**src/sv/lppm_pkg.sv**
```systemverilog
// ----------------------------------------------------------------------------
// lppm_pkg
// Types and codes shared by the linear probe position map unit.
// ----------------------------------------------------------------------------
package lppm_pkg;

	localparam int unsigned KeyW       = 32;
	localparam int unsigned ValW       = 32;
	localparam int unsigned FillW      = 11;
	localparam int unsigned FillLimitW = 10;
	localparam logic [FillLimitW-1:0] FillLimitReset = 10'd819;

	typedef enum logic [1:0] {
		KIND_INSERT     = 2'd0,
		KIND_LOOKUP     = 2'd1,
		KIND_SET_OFFSET = 2'd2,
		KIND_CLEAR      = 2'd3
	} kind_t;

	typedef enum logic [1:0] {
		ST_OK        = 2'd0,
		ST_NOT_FOUND = 2'd1,
		ST_FULL      = 2'd2,
		ST_NULL      = 2'd3
	} status_t;

	typedef struct packed {
		logic [ValW-1:0] offset_value;
		logic [ValW-1:0] position;
		logic [KeyW-1:0] key;
	} row_t;

endpackage

```
**src/sv/lppm_home.sv**
```systemverilog
// ----------------------------------------------------------------------------
// lppm_home
// Home slot of a key: the key modulo the table size. A power-of-two size
// registers the low key bits as the slot; any other size uses a reciprocal
// multiplication registered in the product, quotient and slot registers.
// ----------------------------------------------------------------------------
module lppm_home #(
	parameter int unsigned TABLE_SIZE = 1024,
	parameter int unsigned SW = 10
) (
	input  logic                          clk,
	input  logic                          arst_n,
	input  logic                          start,
	input  logic [lppm_pkg::KeyW-1:0]     key,
	output logic                          done,
	output logic [SW-1:0]                 slot
);

	localparam bit IsPow2 = ((TABLE_SIZE & (TABLE_SIZE - 1)) == 0);

	generate
		if (IsPow2) begin : g_pow2
			logic          done_q;
			logic [SW-1:0] slot_q;

			always_ff @(posedge clk or negedge arst_n) begin
				if (!arst_n) begin
					done_q <= 1'b0;
				end else begin
					done_q <= start;
				end
			end

			always_ff @(posedge clk) begin
				if (start) begin
					slot_q <= key[SW-1:0];
				end
			end

			assign done = done_q;
			assign slot = slot_q;
		end else begin : g_mul
			// The quotient is the high half of the key times a rounded-up
			// reciprocal, corrected by a halved difference and a final shift.
			localparam int unsigned KW  = lppm_pkg::KeyW;
			localparam int unsigned PW  = 2 * KW;
			localparam int unsigned L   = $clog2(TABLE_SIZE);
			localparam int unsigned Sh2 = L - 1;
			localparam logic [63:0] MagicWide =
				((64'd1 << KW) * ((64'd1 << L) - 64'(TABLE_SIZE))) / 64'(TABLE_SIZE)
				+ 64'd1;
			localparam logic [KW-1:0] Magic   = MagicWide[KW-1:0];
			localparam logic [KW-1:0] Divisor = KW'(TABLE_SIZE);

			logic          v_s1;
			logic          v_s2;
			logic          done_q;
			logic [KW-1:0] key_s1;
			logic [PW-1:0] prod_s1;
			logic [KW-1:0] key_s2;
			logic [KW-1:0] quot_s2;
			logic [SW-1:0] slot_q;
			logic [KW-1:0] mul_hi;
			logic [KW-1:0] quot;
			logic [KW-1:0] rem;

			always_comb begin
				mul_hi = prod_s1[PW-1:KW];
				quot   = (mul_hi + ((key_s1 - mul_hi) >> 1)) >> Sh2;
				rem    = key_s2 - quot_s2 * Divisor;
			end

			always_ff @(posedge clk or negedge arst_n) begin
				if (!arst_n) begin
					v_s1   <= 1'b0;
					v_s2   <= 1'b0;
					done_q <= 1'b0;
				end else begin
					v_s1   <= start;
					v_s2   <= v_s1;
					done_q <= v_s2;
				end
			end

			always_ff @(posedge clk) begin
				if (start) begin
					key_s1  <= key;
					prod_s1 <= PW'(key) * PW'(Magic);
				end
				if (v_s1) begin
					key_s2  <= key_s1;
					quot_s2 <= quot;
				end
				if (v_s2) begin
					slot_q <= rem[SW-1:0];
				end
			end

			assign done = done_q;
			assign slot = slot_q;
		end
	endgenerate

endmodule

```
**config.mk**
```make
export PLATFORM = sky130hd
export DESIGN_NAME = lppm_home
export DESIGN_NICKNAME = d
export VERILOG_FILES = /design/src/sv/lppm_pkg.sv /design/src/sv/lppm_home.sv
export SDC_FILE = /design/constraint.sdc
export NUM_CORES = 1
export LEC_CHECK = 0
export BUFFER_PORTS_ARGS = -buffer_cell sky130_fd_sc_hd__buf_4
export CAP_MARGIN = 20
export CORE_AREA = 2 2 39 41
export DETAILED_ROUTE_END_ITERATION = 6
export DIE_AREA = 0 0 41 43
export GPL_TIMING_DRIVEN = 0
export PLACE_DENSITY = 0.67
export SLEW_MARGIN = 5
export SYNTH_ARGS = -nofsm -noshare
export SYNTH_HDL_FRONTEND = slang
export SYNTH_SLANG_ARGS = --single-unit
```
**constraint.sdc**
```tcl
create_clock -name clk -period 0.8 [get_ports clk]
set_input_delay 0.04 -clock clk [delete_from_list [all_inputs] [get_ports clk]]
set_output_delay 0.04 -clock clk [all_outputs]
set_load 0.05 [all_outputs]
```
==> run summary <==
Status -> finished, violations left
Failing checks -> negative setup slack
Postcts setup bufs -> 0
Max Fclk -> 1180 MHz
Final WS setup -> -48.9 ps
CTS tree -> yes
Hold WC Path Type -> input port to asynchronous set/reset pin
CTS Root Cell -> clkbuf_4
IO Count -> 46
Leak -> 0.300 nW
Longest Clk Path Bufs -> 2
H-Tree Depth -> 1
Register area share after synthesis -> 100%
Final hold slack -> 82.7 ps
Largest delay share family, worst path -> flip-flops
Area growth syn-to-layout -> 118%
Largest net degree at the start of global routing -> 12
#FFs+latches synth -> 11
Sinks on Clock Net -> 11
Placer Congestion -> 0.550
Final TNS setup -> -418 ps
CP max FO -> 1
Worst vdd ir -> 0.825 mV
Avg Inst Size Synth -> 29.6 sq um
Initial Utilization -> 23.5%
Post-synth cell types -> 2
Rel. slew slack -> 92.7%
Core area -> 1380 sq um
Routed Antenna Nets -> 0
Synth area leader -> edfxtp_1
Buffers on Ports -> 23
GR Overflow Total -> 0
Max_cap viols -> 0
Post-Syn Instances -> 11
Ranking of synthesized cells by area -> edfxtp_1 92%, dfrtp_1 7.7%
Critical Path Max Stage Delay -> 390 ps
RSZ-0062 raised after global routing -> true
CP Cell Sequence -> buf_6
Nets -> 86
CP Data Arrival Time -> 810 ps
CP bufs+invs -> 1
Via-to-Cell Ratio -> 3.89
1st-iter DRT viols -> 4
Die area -> 1760 sq um
GRT Resource Usage Total -> 9.54%
Finished Layout Cells -> 66
Clock transition at the registers of the reported paths -> 60 ps
Final WL -> 663 um
ANT cells -> 0
First-pass GRT wire length -> 1040 um
Die Width -> 41 um
Vias in the first global route -> 267
Top-area cell type share of the netlist area -> 92.3%
Slew Viols, Final -> 0
Row count -> 14
Antenna violations before repair -> 0
CTS buffer count -> 3
Final Cell Area -> 709 sq um
Router iterations before antenna repair -> 4
Layout cells sized above 1 -> 52.0%
Final hold vios -> 0
Via Count -> 257
Fin crit share -> 106%
Final setup viols -> 11
Crit path kind -> flop to output pin
Ys Warns -> 0
Worst path slowest cell -> edfxtp_1
Placed cell areas -> 518 sq um
Least-Margin Pin Slew -> 110 ps
Fin util -> 51.3%
Worst setup SP type -> flop
# DRC -> 0
Die Ht -> 43 um
Min Tclk post-route -> 849 ps
P per Cell Area -> 1970 nW/um^2
DP Cell Count -> 50
Area of the multi-input gates -> 0 sq um
Mapped cell area -> 325 sq um
Critical Path Sink Type -> output pin
Synthesized Nets -> 46
Req. time, crit path -> 760 ps
Fill count -> 134
Avg WL per Cell -> 10.0 um
Multi-In Gates -> 0
## repair_timing
| action | in CTS | in global routing |
|---|---|---|
| endpoints found under the hold margin | 12 | 0 |
| hold buffers | 12 | 0 |
| cloned | 0 | 0 |
| setup endpoints to repair | 11 | 21 |
| gates resized for setup | 11 | 1 |
## worst max path at each step
stage	from	endpoint	slack, ps	cells past startpoint
after floorplan	slot[0]	slot[0]	160	0
after global placement	slot[7]	slot[7]	220	1
after detailed placement	slot[2]	slot[2]	210	1
after CTS	slot[2]	slot[2]	-70	1
after global routing	slot[5]	slot[5]	-100	1
final	slot[2]	slot[2]	-50	1
## sequential cells by signal, indices dropped and copies added (netlist names)
register  count
slot         10
done          1
## routing by layer
| layer | GRT usage [%] | vias up | wire (um) |
|---|---|---|---|
| met1 | 8.28 | 117 | 218 |
| met2 | 15.3 | 17 | 381 |
| met4 | 6.00 | 0 | 0 |
| met5 | 0 | - | 0 |
| met3 | 5.76 | 0 | 62 |
| li1 | - | 123 | - |
## cells by family (layout without fill, tap and decap cells)
logic type             count (synthesis)  count (layout)  share of synthesized area (%)
buffers and inverters                  0              39                              0
flip-flops                            11              11                            100
## where the power goes
group          total (mW)  leakage [nW]  switching [mW]  internal [mW]
Sequential          0.694         0.110          0.0179          0.676
Combinational       0.346         0.176           0.191          0.155
Clock               0.357        0.0150           0.165          0.192
Total                1.40         0.300           0.374           1.02
## layout by cell type, fill, tap and decap left out
master	count
clkbuf_1	1
dlygate4sd3_1	12
buf_4	11
buf_6	12
dfrtp_1	1
clkbuf_4	3
edfxtp_1	10
## metrics by stage
stage / total power, mW / worst slack, ps
finish: 1.40 / -48.9
global route: 1.47 / -95.9
CTS: 1.43 / -72.7
detailed placement: 0.973 / 207
global placement: 0.970 / 220
floorplan: 0.855 / 159
## cell type report
cell class	count	area, sq um	area share [%]
timing repair buffer	35	338	47.6
sequential	11	325	45.9
clock buffer	4	26.3	3.70
tap	16	20.0	2.82
## synth_stat cells
library cell   n
dfrtp_1        1
edfxtp_1      10
(Power assumes the default switching activity.)
